<file path="config.mk">
export PLATFORM = sky130hd
export DESIGN_NAME = adc_scan_channel_averager_unit_flat
export DESIGN_NICKNAME = d
export VERILOG_FILES = /design/src/asca_pkg.sv /design/src/asca_ifs.sv /design/src/adc_scan_channel_averager_unit.sv /design/src/asca_scan.sv /design/src/flat_wrapper.sv
export VERILOG_INCLUDE_DIRS = /design/src /design/src/src
export SDC_FILE = /design/constraint.sdc
export NUM_CORES = 2
export LEC_CHECK = 0
export BUFFER_PORTS_ARGS = -buffer_cell sky130_fd_sc_hd__buf_4
export CORE_ASPECT_RATIO = 1.5
export CORE_MARGIN = 4
export CORE_UTILIZATION = 50
export DETAILED_ROUTE_END_ITERATION = 12
export PLACE_DENSITY_LB_ADDON = 0.15
export SLEW_MARGIN = 30
export SYNTH_ARGS = -nofsm -noshare
export SYNTH_HDL_FRONTEND = slang
export SYNTH_SLANG_ARGS = --single-unit
</file>
<file path="constraint.sdc">
create_clock -name i_clk -period 12.25 [get_ports i_clk]
set_input_delay 1.225 -clock i_clk [delete_from_list [all_inputs] [get_ports i_clk]]
set_output_delay 1.225 -clock i_clk [all_outputs]
set_load 0.02 [all_outputs]
</file>
<file path="src/assert_macros.svh">
// Assertion macros shared by the RTL. They expand to nothing in synthesis.
`ifndef ASSERT_MACROS_SVH
`define ASSERT_MACROS_SVH
`ifndef SYNTHESIS
// Clocked property, disabled while the active-low reset is asserted.
`define ASSERT_CLKRST(lbl, clk, rst_n, prop, msg) \
    lbl: assert property (@(posedge clk) disable iff (!rst_n) prop) else $error(msg);
// Clocked property that is checked at every edge, reset included.
`define ASSERT_CLK(lbl, clk, prop, msg) \
    lbl: assert property (@(posedge clk) prop) else $error(msg);
`else
`define ASSERT_CLKRST(lbl, clk, rst_n, prop, msg)
`define ASSERT_CLK(lbl, clk, prop, msg)
`endif
`endif

</file>
<file path="src/asca_pkg.sv">
package asca_pkg;

    // Sizing of the averager.
    localparam int CHANNELS    = 16;
    localparam int SAMPLES     = 8;
    localparam int SAMPLE_BITS = 10;

    // Fixed field widths of the ports.
    localparam int MASK_BITS  = 16;
    localparam int OP_BITS    = 2;
    localparam int CHAN_BITS  = 4;
    localparam int VALUE_BITS = 10;
    localparam int OUT_BITS   = 10;

    // Derived widths.
    localparam int CH_W       = $clog2(CHANNELS);
    localparam int POS_W      = $clog2(CHANNELS + 1);
    localparam int SLOT_W     = $clog2(SAMPLES);
    localparam int HIST_DEPTH = CHANNELS * SAMPLES;
    localparam int HIST_AW    = $clog2(HIST_DEPTH);
    localparam int SUM_W      = SAMPLE_BITS + SLOT_W;

    typedef enum logic [OP_BITS-1:0] {
        OP_SAMPLE = 2'd0,
        OP_PRESET = 2'd1,
        OP_READ   = 2'd2,
        OP_POLL   = 2'd3
    } t_op;

    typedef enum logic [1:0] {
        ST_SWEEP,
        ST_IDLE,
        ST_EXEC
    } t_state;

    // Outcome of the scan search for the next conversion.
    typedef struct packed {
        logic            found;
        logic            last;
        logic [CH_W-1:0] ch;
    } t_scan_pick;

    typedef struct packed {
        logic [CHAN_BITS-1:0] channel_out;
        logic [OUT_BITS-1:0]  average;
        logic [OUT_BITS-1:0]  sample_echo;
        logic                 channel_valid;
        logic                 batch_done;
    } t_result;

endpackage

</file>
<file path="src/asca_ifs.sv">
interface asca_in_if;
    import asca_pkg::*;

    logic                  valid;
    logic                  ready;
    logic [OP_BITS-1:0]    op;
    logic [CHAN_BITS-1:0]  channel;
    logic [VALUE_BITS-1:0] value;

    modport source (output valid, output op, output channel, output value, input ready);
    modport sink   (input valid, input op, input channel, input value, output ready);
endinterface

interface asca_out_if;
    import asca_pkg::*;

    logic                 valid;
    logic                 ready;
    logic [CHAN_BITS-1:0] channel_out;
    logic [OUT_BITS-1:0]  average;
    logic [OUT_BITS-1:0]  sample_echo;
    logic                 channel_valid;
    logic                 batch_done;

    modport source (output valid, output channel_out, output average, output sample_echo,
                    output channel_valid, output batch_done, input ready);
    modport sink   (input valid, input channel_out, input average, input sample_echo,
                    input channel_valid, input batch_done, output ready);
endinterface

</file>
<file path="src/adc_scan_channel_averager_unit.sv">
// ADC scan channel averager. Each conversion beat is filed under the next
// enabled channel of the mask, in ascending channel order, into an 8-deep
// history per channel with a running sum, so a read beat returns the channel's
// truncated boxcar mean (zero for a disabled channel). All channels share one
// sample slot, which advances after the highest enabled channel is filed; when
// it wraps, the sample's result reports batch done and a sticky flag is set,
// which a poll beat returns and clears. A preset beat writes one value into
// every history entry and the matching sum into every channel. The history
// and the sums live in two synchronous memories with a registered read. The
// block works on one beat at a time: a conversion, read or poll beat is taken,
// its result is written to the output register once that register is free,
// and no new beat is taken before then. A preset walks all 128 history
// entries, one per cycle, and finishes once its result can be loaded into the
// output register. After reset the same walk clears both memories, so input
// ready stays low until the walk is done.
// The mask register may be written only while the block is idle.
`include "assert_macros.svh"

module adc_scan_channel_averager_unit (
    input  logic                           i_clk,
    input  logic                           i_rst_n,
    input  logic                           i_cfg_we,
    input  logic [asca_pkg::MASK_BITS-1:0] i_cfg_wdata,
    asca_in_if.sink                        i_in,
    asca_out_if.source                     o_out
);
    import asca_pkg::*;

    localparam logic [HIST_AW-1:0] SWEEP_LAST = HIST_AW'(HIST_DEPTH - 1);
    localparam logic [SLOT_W-1:0]  SLOT_LAST  = SLOT_W'(SAMPLES - 1);

    // Sample history, channel-major, and one running sum per channel.
    logic [SAMPLE_BITS-1:0] mem_hist [HIST_DEPTH];
    logic [SUM_W-1:0]       mem_sum  [CHANNELS];

    t_state                 r_state;
    t_state                 n_state;
    logic [MASK_BITS-1:0]   r_mask;
    logic [POS_W-1:0]       r_scan_pos;
    logic [SLOT_W-1:0]      r_slot;
    logic                   r_batch_flag;
    logic [HIST_AW-1:0]     r_sweep_idx;
    logic [SAMPLE_BITS-1:0] r_fill;
    logic                   r_sweep_reply;

    // Beat held while it is worked on.
    t_op                    r_op;
    logic [SAMPLE_BITS-1:0] r_val;
    logic [CH_W-1:0]        r_chan;
    logic                   r_found;
    logic                   r_last;
    logic                   r_read_en;
    logic [HIST_AW-1:0]     r_hist_addr;
    logic [SAMPLE_BITS-1:0] r_hist_q;
    logic [SUM_W-1:0]       r_sum_q;

    logic                   r_out_valid;
    t_result                r_out;
    t_result                n_result;

    t_scan_pick             w_pick;
    t_op                    w_in_op;
    logic                   w_accept;
    logic                   w_out_free;
    logic                   w_commit;
    logic                   w_sweep_done;
    logic                   w_load;
    logic                   w_wrap;
    logic [HIST_AW-1:0]     w_hist_raddr;
    logic [CH_W-1:0]        w_sum_raddr;
    logic                   w_hist_we;
    logic [HIST_AW-1:0]     w_hist_waddr;
    logic [SAMPLE_BITS-1:0] w_hist_wdata;
    logic                   w_sum_we;
    logic [CH_W-1:0]        w_sum_waddr;
    logic [SUM_W-1:0]       w_sum_wdata;
    logic [SUM_W-1:0]       w_new_sum;

    asca_scan u_scan (
        .i_mask (r_mask[CHANNELS-1:0]),
        .i_pos  (r_scan_pos),
        .o_pick (w_pick)
    );

    assign w_in_op    = t_op'(i_in.op);
    assign w_accept   = i_in.valid && i_in.ready;
    assign w_out_free = !r_out_valid || o_out.ready;
    assign w_commit   = (r_state == ST_EXEC) && w_out_free;
    assign w_sweep_done = (r_state == ST_SWEEP) && (r_sweep_idx == SWEEP_LAST)
                          && (!r_sweep_reply || w_out_free);
    assign w_load     = w_commit || (w_sweep_done && r_sweep_reply);

    // The slot wraps when the last enabled channel takes the last slot.
    assign w_wrap = (r_op == OP_SAMPLE) && r_found && r_last && (r_slot == SLOT_LAST);

    // Drop the replaced sample from the sum and add the new one.
    assign w_new_sum = r_sum_q - SUM_W'(r_hist_q) + SUM_W'(r_val);

    // Next state.
    always_comb begin
        n_state = r_state;
        case (r_state)
            ST_IDLE: begin
                if (w_accept) begin
                    n_state = (w_in_op == OP_PRESET) ? ST_SWEEP : ST_EXEC;
                end
            end
            ST_EXEC: begin
                if (w_out_free) begin
                    n_state = ST_IDLE;
                end
            end
            ST_SWEEP: begin
                if (w_sweep_done) begin
                    n_state = ST_IDLE;
                end
            end
            default: begin
                n_state = ST_IDLE;
            end
        endcase
    end

    // Handshake, memory ports and the result of the beat being finished.
    always_comb begin
        i_in.ready   = (r_state == ST_IDLE);
        w_hist_raddr = {w_pick.ch, r_slot};
        w_sum_raddr  = (w_in_op == OP_READ) ? i_in.channel[CH_W-1:0] : w_pick.ch;

        w_hist_we    = 1'b0;
        w_hist_waddr = r_hist_addr;
        w_hist_wdata = r_val;
        w_sum_we     = 1'b0;
        w_sum_waddr  = r_chan;
        w_sum_wdata  = w_new_sum;
        n_result     = '0;

        case (r_state)
            ST_SWEEP: begin
                // One history entry a cycle; a channel's sum on its first entry.
                w_hist_we    = 1'b1;
                w_hist_waddr = r_sweep_idx;
                w_hist_wdata = r_fill;
                w_sum_we     = (r_sweep_idx[SLOT_W-1:0] == '0);
                w_sum_waddr  = r_sweep_idx[HIST_AW-1:SLOT_W];
                w_sum_wdata  = SUM_W'(r_fill) << SLOT_W;
            end
            ST_EXEC: begin
                case (r_op)
                    OP_SAMPLE: begin
                        if (r_found) begin
                            w_hist_we              = w_commit;
                            w_sum_we               = w_commit;
                            n_result.channel_out   = CHAN_BITS'(r_chan);
                            n_result.sample_echo   = OUT_BITS'(r_val);
                            n_result.channel_valid = 1'b1;
                            n_result.batch_done    = w_wrap;
                        end
                    end
                    OP_READ: begin
                        n_result.channel_out = CHAN_BITS'(r_chan);
                        if (r_read_en) begin
                            n_result.average = OUT_BITS'(r_sum_q >> SLOT_W);
                        end
                    end
                    OP_POLL: begin
                        n_result.batch_done = r_batch_flag;
                    end
                    default: begin
                        n_result = '0;
                    end
                endcase
            end
            default: begin
                n_result = '0;
            end
        endcase
    end

    // Memories: one write and one registered read each.
    always_ff @(posedge i_clk) begin
        if (w_hist_we) begin
            mem_hist[w_hist_waddr] <= w_hist_wdata;
        end
        if (w_accept) begin
            r_hist_q <= mem_hist[w_hist_raddr];
        end
    end

    always_ff @(posedge i_clk) begin
        if (w_sum_we) begin
            mem_sum[w_sum_waddr] <= w_sum_wdata;
        end
        if (w_accept) begin
            r_sum_q <= mem_sum[w_sum_raddr];
        end
    end

    // Captured beat and result payload.
    always_ff @(posedge i_clk) begin
        if (w_accept) begin
            r_op        <= w_in_op;
            r_val       <= i_in.value[SAMPLE_BITS-1:0];
            r_chan      <= (w_in_op == OP_READ) ? i_in.channel[CH_W-1:0] : w_pick.ch;
            r_found     <= w_pick.found;
            r_last      <= w_pick.last;
            r_read_en   <= r_mask[i_in.channel[CH_W-1:0]];
            r_hist_addr <= w_hist_raddr;
        end
        if (w_load) begin
            r_out <= n_result;
        end
    end

    // Control state. Reset starts a sweep of zeros that clears both memories.
    always_ff @(posedge i_clk) begin
        if (!i_rst_n) begin
            r_state       <= ST_SWEEP;
            r_mask        <= '0;
            r_scan_pos    <= '0;
            r_slot        <= '0;
            r_batch_flag  <= 1'b0;
            r_sweep_idx   <= '0;
            r_fill        <= '0;
            r_sweep_reply <= 1'b0;
            r_out_valid   <= 1'b0;
        end else begin
            r_state <= n_state;
            if (i_cfg_we) begin
                r_mask <= i_cfg_wdata;
            end
            if (w_accept) begin
                r_sweep_idx   <= '0;
                r_fill        <= i_in.value[SAMPLE_BITS-1:0];
                r_sweep_reply <= 1'b1;
            end else if ((r_state == ST_SWEEP) && (r_sweep_idx != SWEEP_LAST)) begin
                r_sweep_idx <= r_sweep_idx + 1'b1;
            end
            if (w_load) begin
                r_out_valid <= 1'b1;
            end else if (o_out.ready) begin
                r_out_valid <= 1'b0;
            end
            if (w_commit && (r_op == OP_SAMPLE) && r_found) begin
                if (r_last) begin
                    r_scan_pos <= '0;
                    r_slot     <= (r_slot == SLOT_LAST) ? '0 : r_slot + 1'b1;
                    if (w_wrap) begin
                        r_batch_flag <= 1'b1;
                    end
                end else begin
                    r_scan_pos <= POS_W'(r_chan) + 1'b1;
                end
            end
            if (w_commit && (r_op == OP_POLL)) begin
                r_batch_flag <= 1'b0;
            end
        end
    end

    assign o_out.valid         = r_out_valid;
    assign o_out.channel_out   = r_out.channel_out;
    assign o_out.average       = r_out.average;
    assign o_out.sample_echo   = r_out.sample_echo;
    assign o_out.channel_valid = r_out.channel_valid;
    assign o_out.batch_done    = r_out.batch_done;

    // A taken beat always leaves the idle state for work.
    `ASSERT_CLKRST(a_accept_starts_work, i_clk, i_rst_n,
        (w_accept |=> (r_state != ST_IDLE)), "accepted beat did not start work")
    // The sweep walks the history one entry per cycle without stopping early.
    `ASSERT_CLKRST(a_sweep_steps, i_clk, i_rst_n,
        (((r_state == ST_SWEEP) && (r_sweep_idx != SWEEP_LAST)) |=>
         ((r_state == ST_SWEEP) && (r_sweep_idx == $past(r_sweep_idx) + 1'b1))),
        "sweep did not advance")
    // A slot wrap must leave the batch flag set.
    `ASSERT_CLKRST(a_wrap_sets_flag, i_clk, i_rst_n,
        ((w_commit && w_wrap) |=> r_batch_flag), "slot wrap lost batch flag")
    // Memories are written only while a beat or the sweep is in progress.
    `ASSERT_CLKRST(a_write_when_busy, i_clk, i_rst_n,
        ((w_hist_we || w_sum_we) |-> (r_state != ST_IDLE)), "memory write while idle")

endmodule

</file>
<file path="src/asca_scan.sv">
module asca_scan (
    input  logic [asca_pkg::CHANNELS-1:0] i_mask,
    input  logic [asca_pkg::POS_W-1:0]    i_pos,
    output asca_pkg::t_scan_pick          o_pick
);
    import asca_pkg::*;

    logic [CHANNELS-1:0] w_above;
    logic [CHANNELS-1:0] w_cand;
    logic [CH_W-1:0]     w_ch;
    logic                w_higher;

    // Enabled channels at or above the scan position; fall back to the whole
    // mask when the scan has run past the last one.
    always_comb begin
        for (int c = 0; c < CHANNELS; c++) begin
            w_above[c] = i_mask[c] && (POS_W'(c) >= i_pos);
        end
        w_cand = (|w_above) ? w_above : i_mask;
    end

    always_comb begin
        w_ch = '0;
        for (int c = CHANNELS - 1; c >= 0; c--) begin
            if (w_cand[c]) begin
                w_ch = CH_W'(c);
            end
        end
    end

    always_comb begin
        w_higher = 1'b0;
        for (int c = 0; c < CHANNELS; c++) begin
            if (i_mask[c] && (CH_W'(c) > w_ch)) begin
                w_higher = 1'b1;
            end
        end
    end

    assign o_pick.found = |i_mask;
    assign o_pick.last  = !w_higher;
    assign o_pick.ch    = w_ch;

endmodule

</file>
<file path="src/flat_wrapper.sv">
// flat-port wrapper written by rule: the top's interface ports become plain ports
module adc_scan_channel_averager_unit_flat import asca_pkg::*;
  (i_clk, i_rst_n, i_cfg_we, i_cfg_wdata, i_in_valid, i_in_op, i_in_channel, i_in_value, i_in_ready, o_out_valid, o_out_channel_out, o_out_average, o_out_sample_echo, o_out_channel_valid, o_out_batch_done, o_out_ready);
  asca_in_if i_in_i ();
  asca_out_if o_out_i ();
  input  logic i_clk;
  input  logic i_rst_n;
  input  logic i_cfg_we;
  input  logic [asca_pkg::MASK_BITS-1:0] i_cfg_wdata;
  input wire logic [$bits(i_in_i.valid)-1:0] i_in_valid;
  input wire logic [$bits(i_in_i.op)-1:0] i_in_op;
  input wire logic [$bits(i_in_i.channel)-1:0] i_in_channel;
  input wire logic [$bits(i_in_i.value)-1:0] i_in_value;
  output wire logic [$bits(i_in_i.ready)-1:0] i_in_ready;
  output wire logic [$bits(o_out_i.valid)-1:0] o_out_valid;
  output wire logic [$bits(o_out_i.channel_out)-1:0] o_out_channel_out;
  output wire logic [$bits(o_out_i.average)-1:0] o_out_average;
  output wire logic [$bits(o_out_i.sample_echo)-1:0] o_out_sample_echo;
  output wire logic [$bits(o_out_i.channel_valid)-1:0] o_out_channel_valid;
  output wire logic [$bits(o_out_i.batch_done)-1:0] o_out_batch_done;
  input wire logic [$bits(o_out_i.ready)-1:0] o_out_ready;
  assign i_in_i.valid = i_in_valid;
  assign i_in_i.op = i_in_op;
  assign i_in_i.channel = i_in_channel;
  assign i_in_i.value = i_in_value;
  assign i_in_ready = i_in_i.ready;
  assign o_out_valid = o_out_i.valid;
  assign o_out_channel_out = o_out_i.channel_out;
  assign o_out_average = o_out_i.average;
  assign o_out_sample_echo = o_out_i.sample_echo;
  assign o_out_channel_valid = o_out_i.channel_valid;
  assign o_out_batch_done = o_out_i.batch_done;
  assign o_out_i.ready = o_out_ready;
  adc_scan_channel_averager_unit u_core (.i_clk(i_clk), .i_rst_n(i_rst_n), .i_cfg_we(i_cfg_we), .i_cfg_wdata(i_cfg_wdata), .i_in(i_in_i), .o_out(o_out_i));
endmodule
</file>
==> metrics.md <==
| Metric | Value |
|---|---|
| CTS Buffer Depth | `3` |
| Port bufs | `64` |
| Layout Nets | `3549` |
| Synth warn | `0` |
| Post-DP HPWL | `106600 um` |
| Cts hold-fix bufs | `0` |
| Syn avg cell area | `19.11 sq um` |
| Syn-to-layout area delta | `12.31%` |
| Unique cell type count in the Yosys netlist | `81` |
| WL final | `167700 um` |
| Final hold slack | `0.4667 ns` |
| Die Wd | `301.2 um` |
| CP Launch Point | `u_core.r_scan_pos[3]` |
| WP data arrival | `7.13 ns` |
| Max_cap viols | `0` |
| Fin Setup TNS | `0 ns` |
| # DRC | `0` |
| Routed Antenna Nets | `0` |
| Vias | `33030` |
| Ys async rst share | `0%` |
| Post-synth EDFFs | `1563` |
| Via density | `6.216` |
| Final min period | `6.631 ns` |
| Starting Density | `50.25%` |
| Final worst path period share | `54.13%` |
| CTS tree | `done` |
| Share of cells above drive strength 1 | `25.19%` |
| Worst Reg-to-Reg Cells | `15` |
| Placed Instances | `5037` |
| H-tree depth | `4` |
| Reg clk slew, reported paths | `0.07 ns` |
| DR WL/cell | `31.56 um` |
| Post-Syn Area | `64480 sq um` |
| Headroom to the max-slew limit | `30.00%` |
| Synth Instances | `3374` |
| RR Startpoint | `u_core.r_scan_pos[3]` |
| Post-CTS Resized | `0` |
| Postcts setup bufs | `0` |
| Initial antenna violation count | `1` |
| Final setup viols | `0` |
| Finished Layout Cells | `5313` |
| CP required | `12.75 ns` |
| Core area | `128300 sq um` |
| CP endpoint kind | `register` |
| Worst-case clock skew | `0.03354 ns` |
| First-pass GRT wire length | `242700 um` |
| Clock sink total | `1609` |
| Leak pwr | `24.41 nW` |
| PD cells | `153.1 nW/um^2` |
| GPL Wtd Cong | `0.8358` |
| Final Hold Vio Count | `0` |
| Crit path to | `u_core.r_sum_q[7]` |
| Largest net degree at the start of global routing | `119` |
| Vias in the first global route | `34140` |
| Clk_lat worst skew | `0.78 ns` |
| Die height | `447.8 um` |
| Gr usage total | `25.11%` |
| Crit path max fanout | `66` |
| Number of placement rows | `161` |
| Fmax | `150.8 MHz` |
| Root Buffer Master | `clkbuf_16` |
| #FFs+latches synth | `1609` |
| Hold crit path type | `reg2reg` |
| Sequential area share after synthesis | `74.22%` |
| Unrepaired setup endpoints after global routing | `no` |
| Total die area | `134900 sq um` |
| VDD IR max | `0.1437 mV` |
| Worst R2R End | `u_core.r_sum_q[7]` |
| Main synth FF type | `edfxtp_1` |
| Fin. max-slew vios | `0` |
| Grt total ovfl | `0` |
| DR iter-0 viols | `3411` |
| First-pass iteration count of the detailed router | `6` |
| Mapped Nets | `3442` |
| Ports | `65` |
| CTS Buf Count | `151` |
| Flop-to-flop setup slack | `5.62 ns` |
| Critical Path Source Type | `register` |
| WS Path Type | `reg2reg` |
| Outcome | `completed` |
| Worst Max-Slew Pin Slew | `1.049 ns` |
==> area by class of cell <==
| type | count | area, sq um |
|---|---|---|
| antenna | 2 | 5.005 |
| clock buffer | 201 | 4093 |
| clock inverter | 71 | 678.2 |
| fill | 9699 | 55900 |
| inverter | 82 | 309.0 |
| multi-input combinational | 1507 | 16190 |
| sequential | 1609 | 47870 |
| tap | 1711 | 2141 |
| timing repair buffer | 130 | 1137 |
==> kinds of logic after synthesis <==
logic type / Yosys count / synth area share, %
adders and majority gates: 31 / 0.7180
AOI/OAI and AO/OA: 371 / 4.158
DFF: 1609 / 74.22
buffers and inverters: 258 / 1.649
and+or+nand+nor: 623 / 4.808
muxes: 464 / 14.20
xor gates and xnor gates: 18 / 0.2445
==> power by group <==
part / leakage (nW) / internal, mW / switching [mW]
sequential: 16.7 / 5.98 / 0.0122
combinational: 5.41 / 0.156 / 0.350
clock: 2.32 / 2.59 / 2.01
total: 24.4 / 8.72 / 2.37
==> synth_stat cells, types with 8 or more instances <==
master / n / share of area [%]
edfxtp_1: 1563 / 73
mux4_2: 359 / 13
nor2_1: 197 / 1.1
nand2_1: 141 / 0.82
clkbuf_1: 113 / 0.66
mux2i_1: 88 / 1.4
inv_1: 79 / 0.46
a211oi_1: 63 / 0.73
nor3b_1: 56 / 0.65
nand3_1: 55 / 0.43
o21ai_0: 49 / 0.38
a21oi_1: 47 / 0.36
dfxtp_1: 46 / 1.4
and2_1: 33 / 0.32
nor2b_1: 33 / 0.32
buf_1: 32 / 0.19
o22ai_1: 25 / 0.24
a22oi_1: 24 / 0.28
nor3_1: 23 / 0.18
ha_1: 21 / 0.41
buf_2: 19 / 0.15
mux2_2: 17 / 0.30
nand4_1: 17 / 0.16
a21boi_0: 16 / 0.19
a31oi_1: 16 / 0.16
o211ai_1: 16 / 0.19
or4_1: 15 / 0.17
and3_1: 13 / 0.13
o2111ai_1: 13 / 0.18
o211a_1: 13 / 0.20
a221oi_1: 12 / 0.16
fa_1: 10 / 0.31
nand2b_1: 10 / 0.097
o21a_1: 9 / 0.10
xnor2_1: 9 / 0.12
xor2_1: 9 / 0.12
a22o_1: 8 / 0.11
nand3b_1: 8 / 0.093
==> registers in the layout, indices dropped and copies added (netlist names), 7 cells and up <==
register / count
u_core.mem_sum: 208
u_core.r_val: 10
u_core.o_out.sample_echo: 10
u_core.r_fill: 10
u_core.r_hist_addr: 7
u_core.o_out.average: 10
u_core.r_mask: 16
u_core.mem_hist: 1280
u_core.r_hist_q: 10
u_core.r_sum_q: 13
u_core.r_sweep_idx: 7
==> per-stage QoR <==
stage                     util, %  setup slack [ns]  cell area, sq um  power, mW
final                       56.44             5.619             72420      11.09
after CTS                   56.19             5.759             72100      11.16
after detailed placement    52.47             5.779             67330      6.604
after global routing        56.43             5.149             72410      11.42
after global placement      52.32             5.860             67140      6.598
after floorplan                 -             5.227             64480      6.407
==> metal layers <==
| layer | vias to the layer above | wire [um] | track usage (%) |
|---|---|---|---|
| met5 | - | 0 | 0 |
| met4 | 0 | 7881 | 10.55 |
| met3 | 305 | 9495 | 3.815 |
| met2 | 1275 | 90560 | 45.02 |
| met1 | 17490 | 59720 | 30.34 |
| li1 | 13960 | - | - |
==> worst min path at each step <==
stage	from	end	slack (ns)	cells after the start
floorplan	u_core.r_slot[0]	u_core.r_hist_addr[0]	0.43	0
global placement	u_core.r_fill[4]	u_core.r_fill[4]	0.45	2
detailed placement	u_core.r_fill[4]	u_core.r_fill[4]	0.46	2
CTS	u_core.r_fill[4]	u_core.r_fill[4]	0.47	2
global route	u_core.r_fill[3]	u_core.r_fill[3]	0.49	2
finish	u_core.r_fill[3]	u_core.r_fill[3]	0.47	2
==> placed cells by master, fill, tap and decap left out, types with 47 or more instances in the layout <==
| master | instances |
|---|---|
| nor2_2 | 124 |
| a21oi_1 | 47 |
| inv_1 | 78 |
| edfxtp_1 | 1563 |
| nor3b_1 | 56 |
| buf_4 | 114 |
| clkbuf_16 | 156 |
| nand3_1 | 49 |
| mux2i_1 | 87 |
| nand2_1 | 141 |
| a211oi_1 | 63 |
| nor2_1 | 63 |
| mux4_2 | 359 |
==> worst max-delay path: stages, from the launching register on <==
cell and delay (ns):
dfxtp_1 0.66, nand2_1 0.28, o211ai_2 0.34, nand4_4 0.22, nor3_1 0.42, a211oi_1 0.13
a2111oi_0 0.48, a211o_2 0.20, buf_4 0.31, inv_2 0.38, a21boi_4 0.21, buf_4 0.61
clkinv_2 0.91, a211oi_1 0.51, nor3b_1 0.09, or4_1 0.51
Power figures use the tool's default switching activity.
